--- src/sv/c4fm_pkg.sv ---
`default_nettype none

package c4fm_pkg;

  localparam int SAMPLES_PER_SYMBOL = 10;
  localparam int TAPS_PER_PHASE     = 8;
  localparam int LOWPASS_TAPS       = 10;
  localparam int SYMS_PER_BYTE      = 4;

  // lowpass history keeps one entry less than the tap count
  localparam int LP_HIST = LOWPASS_TAPS - 1;

  localparam int RC_LEN = 80;
  localparam int LP_LEN = 10;
  localparam int RC_IW  = $clog2(RC_LEN);
  localparam int LP_IW  = $clog2(LP_LEN);

  localparam int MAX_TAPS = (TAPS_PER_PHASE > LOWPASS_TAPS) ? TAPS_PER_PHASE : LOWPASS_TAPS;
  localparam int ACC_W    = 32 + $clog2(MAX_TAPS) + 1;
  localparam int CNT_W    = $clog2(MAX_TAPS);
  localparam int PH_W     = $clog2(SAMPLES_PER_SYMBOL);
  localparam int SYM_AW   = $clog2(TAPS_PER_PHASE);
  localparam int LP_AW    = (LP_HIST > 1) ? $clog2(LP_HIST) : 1;
  localparam int SYM_SW   = ((SYM_AW > CNT_W) ? SYM_AW : CNT_W) + 1;
  localparam int LP_SW    = ((LP_AW > CNT_W) ? LP_AW : CNT_W) + 1;
  localparam int SYMC_W   = $clog2(SYMS_PER_BYTE);

  localparam logic [1:0] DIBIT_P3 = 2'b11;
  localparam logic [1:0] DIBIT_P1 = 2'b10;
  localparam logic [1:0] DIBIT_M1 = 2'b00;
  localparam logic [1:0] DIBIT_M3 = 2'b01;

  localparam logic signed [15:0] LEVEL_P3 = 16'sd1260;
  localparam logic signed [15:0] LEVEL_P1 = 16'sd420;
  localparam logic signed [15:0] LEVEL_M1 = -16'sd420;
  localparam logic signed [15:0] LEVEL_M3 = -16'sd1260;

  localparam logic signed [15:0] SAT_POS = 16'sh7fff;
  localparam logic signed [15:0] SAT_NEG = 16'sh8000;

  localparam logic signed [15:0] RC_TABLE [RC_LEN] = '{
    -16'sd444, -16'sd897, -16'sd1311, -16'sd1636, -16'sd1825,
    -16'sd1840, -16'sd1659, -16'sd1278, -16'sd712, 16'sd0,
    16'sd800, 16'sd1613, 16'sd2354, 16'sd2936, 16'sd3277,
    16'sd3310, 16'sd2994, 16'sd2315, 16'sd1296, 16'sd0,
    -16'sd1478, -16'sd3011, -16'sd4448, -16'sd5627, -16'sd6386,
    -16'sd6580, -16'sd6090, -16'sd4839, -16'sd2800, 16'sd0,
    16'sd3474, 16'sd7482, 16'sd11835, 16'sd16311, 16'sd20666,
    16'sd24651, 16'sd28032, 16'sd30607, 16'sd32219, 16'sd32767,
    16'sd32219, 16'sd30607, 16'sd28032, 16'sd24651, 16'sd20666,
    16'sd16311, 16'sd11835, 16'sd7482, 16'sd3474, 16'sd0,
    -16'sd2800, -16'sd4839, -16'sd6090, -16'sd6580, -16'sd6386,
    -16'sd5627, -16'sd4448, -16'sd3011, -16'sd1478, 16'sd0,
    16'sd1296, 16'sd2315, 16'sd2994, 16'sd3310, 16'sd3277,
    16'sd2936, 16'sd2354, 16'sd1613, 16'sd800, 16'sd0,
    -16'sd712, -16'sd1278, -16'sd1659, -16'sd1840, -16'sd1825,
    -16'sd1636, -16'sd1311, -16'sd897, -16'sd444, 16'sd0
  };

  localparam logic signed [15:0] LP_TABLE [LP_LEN] = '{
    16'sd1294, -16'sd2251, 16'sd4312, -16'sd8402, 16'sd20999,
    16'sd20999, -16'sd8402, 16'sd4312, -16'sd2251, 16'sd1294
  };

  typedef enum logic [3:0] {
    ST_IDLE,
    ST_SYM,
    ST_RC,
    ST_RC_END,
    ST_SAT,
    ST_LP,
    ST_LP_END,
    ST_LP_X,
    ST_EMIT
  } state_e;

  typedef enum logic [1:0] {
    SRC_SYM,
    SRC_LP,
    SRC_X
  } src_e;

  function automatic logic signed [15:0] rc_coef(input logic [PH_W-1:0] phase,
                                                 input logic [CNT_W-1:0] tap);
    int idx;
    idx = (SAMPLES_PER_SYMBOL - 1 - int'(phase)) + int'(tap) * SAMPLES_PER_SYMBOL;
    if (idx < RC_LEN) return RC_TABLE[idx[RC_IW-1:0]];
    return 16'sd0;
  endfunction

  function automatic logic signed [15:0] lp_coef(input int idx);
    if (idx < LP_LEN) return LP_TABLE[idx[LP_IW-1:0]];
    return 16'sd0;
  endfunction

  function automatic logic signed [15:0] level_of(input logic [1:0] dibit);
    logic signed [15:0] lvl;
    unique case (dibit)
      DIBIT_P3: lvl = LEVEL_P3;
      DIBIT_P1: lvl = LEVEL_P1;
      DIBIT_M1: lvl = LEVEL_M1;
      default:  lvl = LEVEL_M3;
    endcase
    return lvl;
  endfunction

  // shift right by 15 and clamp to 16 bits
  function automatic logic signed [15:0] sat16(input logic signed [ACC_W-1:0] acc);
    logic [ACC_W-31:0] hi;
    hi = acc[ACC_W-1:30];
    if ((&hi) || !(|hi)) return acc[30:15];
    return acc[ACC_W-1] ? SAT_NEG : SAT_POS;
  endfunction

endpackage

`default_nettype wire

--- src/sv/c4fm_symbol_modulator.sv ---
// the first sample of a byte is registered from ST_EMIT, after the input transfer
//   passes through ST_SYM, ST_RC, ST_RC_END, ST_SAT, ST_LP, ST_LP_END and ST_LP_X;
//   samples come one at a time from the single shared multiply-accumulate walking both
//   history memories; ST_EMIT waits on output stall; new bytes are taken only in ST_IDLE
// reset clears the control state and the per-entry valid bits, so both histories read zero
`default_nettype none

module c4fm_symbol_modulator (
  input  wire logic        clk_i,
  input  wire logic        rst_ni,
  input  wire logic        in_valid_i,
  output logic             in_stall_o,
  input  wire logic [7:0]  data_byte_i,
  output logic             out_valid_o,
  input  wire logic        out_stall_i,
  output logic signed [15:0] sample_o,
  output logic             last_o
);
  import c4fm_pkg::*;

  state_e state_q, state_d;
  logic [CNT_W-1:0]  cnt_q, cnt_d;
  logic [PH_W-1:0]   phase_q, phase_d;
  logic [SYMC_W-1:0] sym_q, sym_d;
  logic [7:0]        byte_q, byte_d;
  logic [SYM_AW-1:0] sym_wp_q, sym_wp_d;
  logic [LP_AW-1:0]  lp_wp_q, lp_wp_d;
  logic signed [15:0] x_q, x_d;
  logic signed [ACC_W-1:0] acc_q, acc_d;

  // symbol history memory
  logic signed [15:0] sym_mem [TAPS_PER_PHASE];
  logic [TAPS_PER_PHASE-1:0] sym_vld_q;
  logic signed [15:0] sym_rdata_q;
  logic sym_rvld_q;
  logic sym_re, sym_we;
  logic [SYM_SW-1:0] sym_sum;
  logic [SYM_AW-1:0] sym_raddr;

  // lowpass history memory
  logic signed [15:0] lp_mem [LP_HIST];
  logic [LP_HIST-1:0] lp_vld_q;
  logic signed [15:0] lp_rdata_q;
  logic lp_rvld_q;
  logic lp_re, lp_we;
  logic [LP_SW-1:0] lp_sum;
  logic [LP_AW-1:0] lp_raddr;

  // multiply-accumulate stage, working in the cycle after the read issue
  logic mac_q, mac_d;
  src_e src_q, src_d;
  logic signed [15:0] coef_q, coef_d;
  logic signed [15:0] mac_op;
  logic signed [31:0] prod;
  logic acc_clr;

  logic out_vld_q, out_load, out_last, out_free;
  logic signed [15:0] sample_q;
  logic last_q;

  assign sym_sum   = SYM_SW'(sym_wp_q) + SYM_SW'(cnt_q);
  assign sym_raddr = (sym_sum >= SYM_SW'(TAPS_PER_PHASE)) ?
                     SYM_AW'(sym_sum - SYM_SW'(TAPS_PER_PHASE)) : SYM_AW'(sym_sum);
  assign lp_sum    = LP_SW'(lp_wp_q) + LP_SW'(cnt_q);
  assign lp_raddr  = (lp_sum >= LP_SW'(LP_HIST)) ?
                     LP_AW'(lp_sum - LP_SW'(LP_HIST)) : LP_AW'(lp_sum);

  assign in_stall_o = (state_q != ST_IDLE);
  assign out_free   = !out_vld_q || !out_stall_i;

  always_comb begin
    case (src_q)
      SRC_SYM: mac_op = sym_rvld_q ? sym_rdata_q : 16'sd0;
      SRC_LP:  mac_op = lp_rvld_q ? lp_rdata_q : 16'sd0;
      default: mac_op = x_q;
    endcase
  end

  assign prod = mac_op * coef_q;

  always_comb begin
    acc_d = acc_q;
    if (acc_clr) begin
      acc_d = '0;
    end else if (mac_q) begin
      acc_d = acc_q + ACC_W'(prod);
    end
  end

  always_comb begin
    state_d  = state_q;
    cnt_d    = cnt_q;
    phase_d  = phase_q;
    sym_d    = sym_q;
    byte_d   = byte_q;
    sym_wp_d = sym_wp_q;
    lp_wp_d  = lp_wp_q;
    x_d      = x_q;
    mac_d    = 1'b0;
    src_d    = src_q;
    coef_d   = coef_q;
    sym_re   = 1'b0;
    sym_we   = 1'b0;
    lp_re    = 1'b0;
    lp_we    = 1'b0;
    acc_clr  = 1'b0;
    out_load = 1'b0;
    out_last = 1'b0;
    unique case (state_q)
      ST_IDLE: begin
        if (in_valid_i) begin
          byte_d  = data_byte_i;
          sym_d   = '0;
          state_d = ST_SYM;
        end
      end
      ST_SYM: begin
        sym_we   = 1'b1;
        sym_wp_d = (sym_wp_q == SYM_AW'(TAPS_PER_PHASE - 1)) ? '0 : sym_wp_q + 1'b1;
        byte_d   = byte_q << 2;
        phase_d  = '0;
        cnt_d    = '0;
        acc_clr  = 1'b1;
        state_d  = ST_RC;
      end
      ST_RC: begin
        sym_re = 1'b1;
        mac_d  = 1'b1;
        src_d  = SRC_SYM;
        coef_d = rc_coef(phase_q, cnt_q);
        if (cnt_q == CNT_W'(TAPS_PER_PHASE - 1)) begin
          cnt_d   = '0;
          state_d = ST_RC_END;
        end else begin
          cnt_d = cnt_q + 1'b1;
        end
      end
      ST_RC_END: begin
        state_d = ST_SAT;
      end
      ST_SAT: begin
        x_d     = sat16(acc_q);
        acc_clr = 1'b1;
        cnt_d   = '0;
        state_d = ST_LP;
      end
      ST_LP: begin
        lp_re  = 1'b1;
        mac_d  = 1'b1;
        src_d  = SRC_LP;
        coef_d = lp_coef(int'(cnt_q));
        if (cnt_q == CNT_W'(LP_HIST - 1)) begin
          cnt_d   = '0;
          state_d = ST_LP_END;
        end else begin
          cnt_d = cnt_q + 1'b1;
        end
      end
      ST_LP_END: begin
        // newest tap uses the fresh interpolator output
        mac_d   = 1'b1;
        src_d   = SRC_X;
        coef_d  = lp_coef(LOWPASS_TAPS - 1);
        state_d = ST_LP_X;
      end
      ST_LP_X: begin
        lp_we   = 1'b1;
        lp_wp_d = (lp_wp_q == LP_AW'(LP_HIST - 1)) ? '0 : lp_wp_q + 1'b1;
        state_d = ST_EMIT;
      end
      ST_EMIT: begin
        if (out_free) begin
          out_load = 1'b1;
          out_last = (sym_q == SYMC_W'(SYMS_PER_BYTE - 1)) &&
                     (phase_q == PH_W'(SAMPLES_PER_SYMBOL - 1));
          if (phase_q == PH_W'(SAMPLES_PER_SYMBOL - 1)) begin
            if (sym_q == SYMC_W'(SYMS_PER_BYTE - 1)) begin
              state_d = ST_IDLE;
            end else begin
              sym_d   = sym_q + 1'b1;
              state_d = ST_SYM;
            end
          end else begin
            phase_d = phase_q + 1'b1;
            cnt_d   = '0;
            acc_clr = 1'b1;
            state_d = ST_RC;
          end
        end
      end
      default: begin
        state_d = ST_IDLE;
      end
    endcase
  end

  always_ff @(posedge clk_i or negedge rst_ni) begin
    if (!rst_ni) begin
      state_q   <= ST_IDLE;
      cnt_q     <= '0;
      phase_q   <= '0;
      sym_q     <= '0;
      sym_wp_q  <= '0;
      lp_wp_q   <= '0;
      mac_q     <= 1'b0;
      src_q     <= SRC_SYM;
      acc_q     <= '0;
      sym_vld_q <= '0;
      lp_vld_q  <= '0;
      out_vld_q <= 1'b0;
    end else begin
      state_q  <= state_d;
      cnt_q    <= cnt_d;
      phase_q  <= phase_d;
      sym_q    <= sym_d;
      sym_wp_q <= sym_wp_d;
      lp_wp_q  <= lp_wp_d;
      mac_q    <= mac_d;
      src_q    <= src_d;
      acc_q    <= acc_d;
      if (sym_we) begin
        sym_vld_q[sym_wp_q] <= 1'b1;
      end
      if (lp_we) begin
        lp_vld_q[lp_wp_q] <= 1'b1;
      end
      if (out_load) begin
        out_vld_q <= 1'b1;
      end else if (!out_stall_i) begin
        out_vld_q <= 1'b0;
      end
    end
  end

  always_ff @(posedge clk_i) begin
    byte_q <= byte_d;
    x_q    <= x_d;
    coef_q <= coef_d;
    if (out_load) begin
      sample_q <= sat16(acc_q);
      last_q   <= out_last;
    end
  end

  // registered-read memories; an entry never written reads as zero
  always_ff @(posedge clk_i) begin
    if (sym_we) begin
      sym_mem[sym_wp_q] <= level_of(byte_q[7:6]);
    end
    if (sym_re) begin
      sym_rdata_q <= sym_mem[sym_raddr];
      sym_rvld_q  <= sym_vld_q[sym_raddr];
    end
  end

  always_ff @(posedge clk_i) begin
    if (lp_we) begin
      lp_mem[lp_wp_q] <= x_q;
    end
    if (lp_re) begin
      lp_rdata_q <= lp_mem[lp_raddr];
      lp_rvld_q  <= lp_vld_q[lp_raddr];
    end
  end

  assign out_valid_o = out_vld_q;
  assign sample_o    = sample_q;
  assign last_o      = last_q;

  a_sat_no_mac: assert property (@(posedge clk_i) disable iff (!rst_ni)
    (state_q == ST_SAT || state_q == ST_EMIT) |-> !mac_q)
    else $error("accumulator still busy when its sum is taken");

  a_last_ends_byte: assert property (@(posedge clk_i) disable iff (!rst_ni)
    (out_load && out_last) |=> (state_q == ST_IDLE))
    else $error("final sample did not end the byte");

  a_accept_starts: assert property (@(posedge clk_i) disable iff (!rst_ni)
    (in_valid_i && !in_stall_o) |=> (state_q == ST_SYM && sym_q == '0))
    else $error("input transfer did not start the first symbol");

  // a stalled output transfer keeps its payload
  a_out_hold: assert property (@(posedge clk_i) disable iff (!rst_ni)
    (out_valid_o && out_stall_i) |=>
      (out_valid_o && $stable(sample_o) && $stable(last_o)))
    else $error("stalled output transfer changed");

endmodule

`default_nettype wire
--- config.mk ---
export PLATFORM = sky130hd
export DESIGN_NAME = c4fm_symbol_modulator
export DESIGN_NICKNAME = d
export VERILOG_FILES = /design/src/sv/c4fm_pkg.sv /design/src/sv/c4fm_symbol_modulator.sv
export SDC_FILE = /design/constraint.sdc
export NUM_CORES = 1
export LEC_CHECK = 0
export BUFFER_PORTS_ARGS = -buffer_cell sky130_fd_sc_hd__clkbuf_2
export CAP_MARGIN = 20
export CORE_MARGIN = 3
export CORE_UTILIZATION = 50
export DETAILED_ROUTE_END_ITERATION = 8
export GPL_TIMING_DRIVEN = 1
export PLACE_DENSITY = 0.76
export SETUP_SLACK_MARGIN = 0.05
export SKIP_LAST_GASP = 1
export SLEW_MARGIN = 20
export SYNTH_ARGS = -nofsm -noshare
export SYNTH_HDL_FRONTEND = slang
export SYNTH_SLANG_ARGS = --single-unit
--- constraint.sdc ---
create_clock -name clk_i -period 8.28 [get_ports clk_i]
set_input_delay 0.414 -clock clk_i [delete_from_list [all_inputs] [get_ports clk_i]]
set_output_delay 0.414 -clock clk_i [all_outputs]
set_load 0.01 [all_outputs]
==> results.cfg <==
[logic_synthesis]
syn_nets = 3287
synth.most_common_cell = inv_1
yosysTopAreaCell = edfxtp_1
synthAdderAreaFrac = 0.2959
synth_cell_types = 73
synthCells = 2796
synth_top_family_by_area = adder cells
yosys_warnings = 0
syn_area_per_cell_sq_um = 10.17
synth_edf_count = 255
synthMuxAreaShare = 0.02298
synth_commonest_cells = inv_1, nand2_1, fa_1, edfxtp_1, ha_1
synth_ff_type = edfxtp_1
ys_ff_latch = 334
synth_top_area_share = 0.2694
synth.area.top_cells = edfxtp_1, fa_1, dfrtp_1, ha_1, inv_1
synth_xor_area_frac = 0.01593
synth_area_sq_um = 28420
synth_compound_area_frac = 0.1132
synthSimpleGateAreaFrac = 0.1350
synthArstFlopShare = 0.2365
ys_seq_area_frac = 0.3389

[sta]
grt_setup_unrepaired = false
fmax_mhz = 131.7
min_period_ps = 7590
worst_pin_slew_ps = 1149
fin_ws_ps = 689.5
setup_viol = 0
post-route-period-util = 0.9167
maxSlewViolCount = 0
hold_viol = 0
fin_skew_ps = 28.79
slew_headroom = 0.2340
fin_tns_setup_ps = 0

[setup_path]
startpoint_type = register
path_common_cell = fa_1
timing.critical_path.buf_inv = 5
max_stage_delay_ps = 780
crit_required_ps = 8700
path_max_fanout = 7
critical-path-top-delay-family = adder cells
cp-end-kind = register
path_class = register to register
crit_path_top_delay_cell = fa_1
arrival_ps = 8010

[detailed_routing]
drt_iter0_markers = 1762
via_per_inst = 5.886
firstDrtPassIters = 7
wl_per_cell_microns = 19.99
wl_met1_microns = 28810
routed_wl_microns = 70850
dr_wl_met3_microns = 4952
ant_nets = 0
highest_layer = met4
dr_total_vias = 20860
route.detailed.drc = 0
dr_wl_met2_microns = 35370

[cells_and_area]
drive_gt1_frac = 0.07368
diodes = 0
num-fill-cells = 4716
syn_to_final_growth_pct = 7.496
nNetsFinal = 3260

[clock_tree]
cts_sinks = 334
cts_buffers = 35
clockBufferDepth = 3
post_cts_buffers = 0
path_clk_slew_ps = 60
cts_root_buf = clkbuf_16
cts_tree = yes
h-tree-depth = 2
clk_latency_ps = 520

[grt]
grt_usage = 0.2409
grt-ovfl-total = 0
grt_start_max_net_pins = 103
antenna_found_initial = 0
grt_pass1_wl_microns = 115300
grt_pass1_vias = 21650

[flow_run]
cap_violations = 0

[die]
initial_core_util = 0.5110
dieArea_sq_um = 59750
io_pins = 31
rows = 86
fp.dieW_microns = 244.4
core_sq_um = 55630
chipHeight_microns = 244.4

[min_path]
hold_class = input pin to register

[run_status]
status = complete, no violations

[placed_design]
dp_worst_setup_slack_ps = 492.6
port-buffer-count = 30
gp_congestion = 0.9148
dp_hpwl_microns = 51400
[cell families (layout without fill, tap and decap cells)]
kind of cell / count (synthesis) / in the layout
and+or+nand+nor: 809 / 809
buffers and inverters: 580 / 580
AOI/OAI and AO/OA: 494 / 494
adders and majority gates: 479 / 479
DFF: 334 / 334
xor gates and xnor gates: 50 / 50
muxes: 50 / 50
[sequential cells by signal, indices dropped and copies added, names as in the netlist, 8 cells and up]
name	cells
lp_rdata_q	16
coef_q	16
sym_vld_q	8
sym_mem	32
sample_o	16
acc_q	37
lp_mem	144
byte_q	8
x_q	16
lp_vld_q	9
[worst paths after layout]
check,start,endpoint,slack (ps),cells after the start
setup / recovery,src_q[0],acc_q[35],690,26
hold / removal,data_byte_i[6],byte_q[6],170,3
setup reg to reg,src_q[0],acc_q[35],690,26
hold reg to reg,lp_vld_q[3],lp_vld_q[3],470,1
max in group asynchronous,rst_ni,mac_q,6760,3
min in group asynchronous,rst_ni,lp_vld_q[0],300,2
[metal layers]
| metal | vias up | global-route usage |
|---|---|---|
| met5 | - | 0 |
| met4 | 0 | 0.06356 |
| met3 | 130 | 0.02917 |
| met2 | 856 | 0.4168 |
| met1 | 10560 | 0.3236 |
| li1 | 9310 | - |
[repair_timing]
action	CTS	global route
hold buffers	1	0
endpoints found under the setup margin	0	5
endpoints found under the hold margin	14	0
resized for setup	0	2
[cell usage in the layout (no fill, tap or decap), drive strengths merged, types with 16 or more instances in the layout]
cell type  Yosys  layout
inv          439     442
edfxtp       255     255
or2           24      24
nand3         81      81
nor2         116     116
a21oi        110     110
fa           322     322
dfrtp         79      79
nor2b         24      24
xor2          17      17
a32oi         16      16
o22ai         38      38
a21o          32      32
o221ai        35      35
clkbuf       106      77
a211oi        21      21
o211ai        17      17
xnor2         33      33
nand2b        25      25
ha           157     157
o21ai        128     128
buf           34      46
nor3          36      36
mux2i         27      27
nand2        331     331
and2         120     120
[metrics by stage]
stage / hold slack, ps / cells / utilization / cell area (sq um)
final: 171.9 / 3544 / 0.5493 / 30560
after global routing: 166.9 / 3544 / 0.5493 / 30560
after CTS: 159.4 / 3544 / 0.5488 / 30530
after detailed placement: 284.8 / 3479 / 0.5277 / 29360
after global placement: 279.8 / 3479 / 0.5277 / 29360
after floorplan: 118.4 / 2796 / - / 28420
[worst reg2reg max path, cell delays in order (launching register included)]
cell       delay [ps]
dfrtp_1           410
nor2b_1           180
a21o_1            300
a21oi_1            90
a21oi_2           250
nand2_1           190
fa_1              780
inv_1             110
fa_1              510
inv_1              50
fa_1              490
inv_1              50
fa_1              440
fa_1              510
inv_1              50
fa_1              480
inv_1              50
ha_1              330
a2111oi_0         470
o21ai_0           180
a211oi_1          240
o21ai_0           220
a221oi_2          500
o31a_1            250
o21ai_0           110
xnor2_1           140
o21ai_0           150
[cell type report]
type | instances | area (sq um) | area share
Inverter | 440 | 1652 | 0.05405
Clock buffer | 48 | 985.9 | 0.03227
Timing Repair Buffer | 76 | 500.5 | 0.01638
Tap cell | 748 | 935.9 | 0.03063
Multi-Input combinational cell | 1882 | 16670 | 0.5454
Sequential cell | 334 | 9635 | 0.3153
Clock inverter | 16 | 180.2 | 0.005897
Power is left out: the tool's default activity adds up to more than one toggle a clock period on the data nets, which glitch-free logic cannot reach.
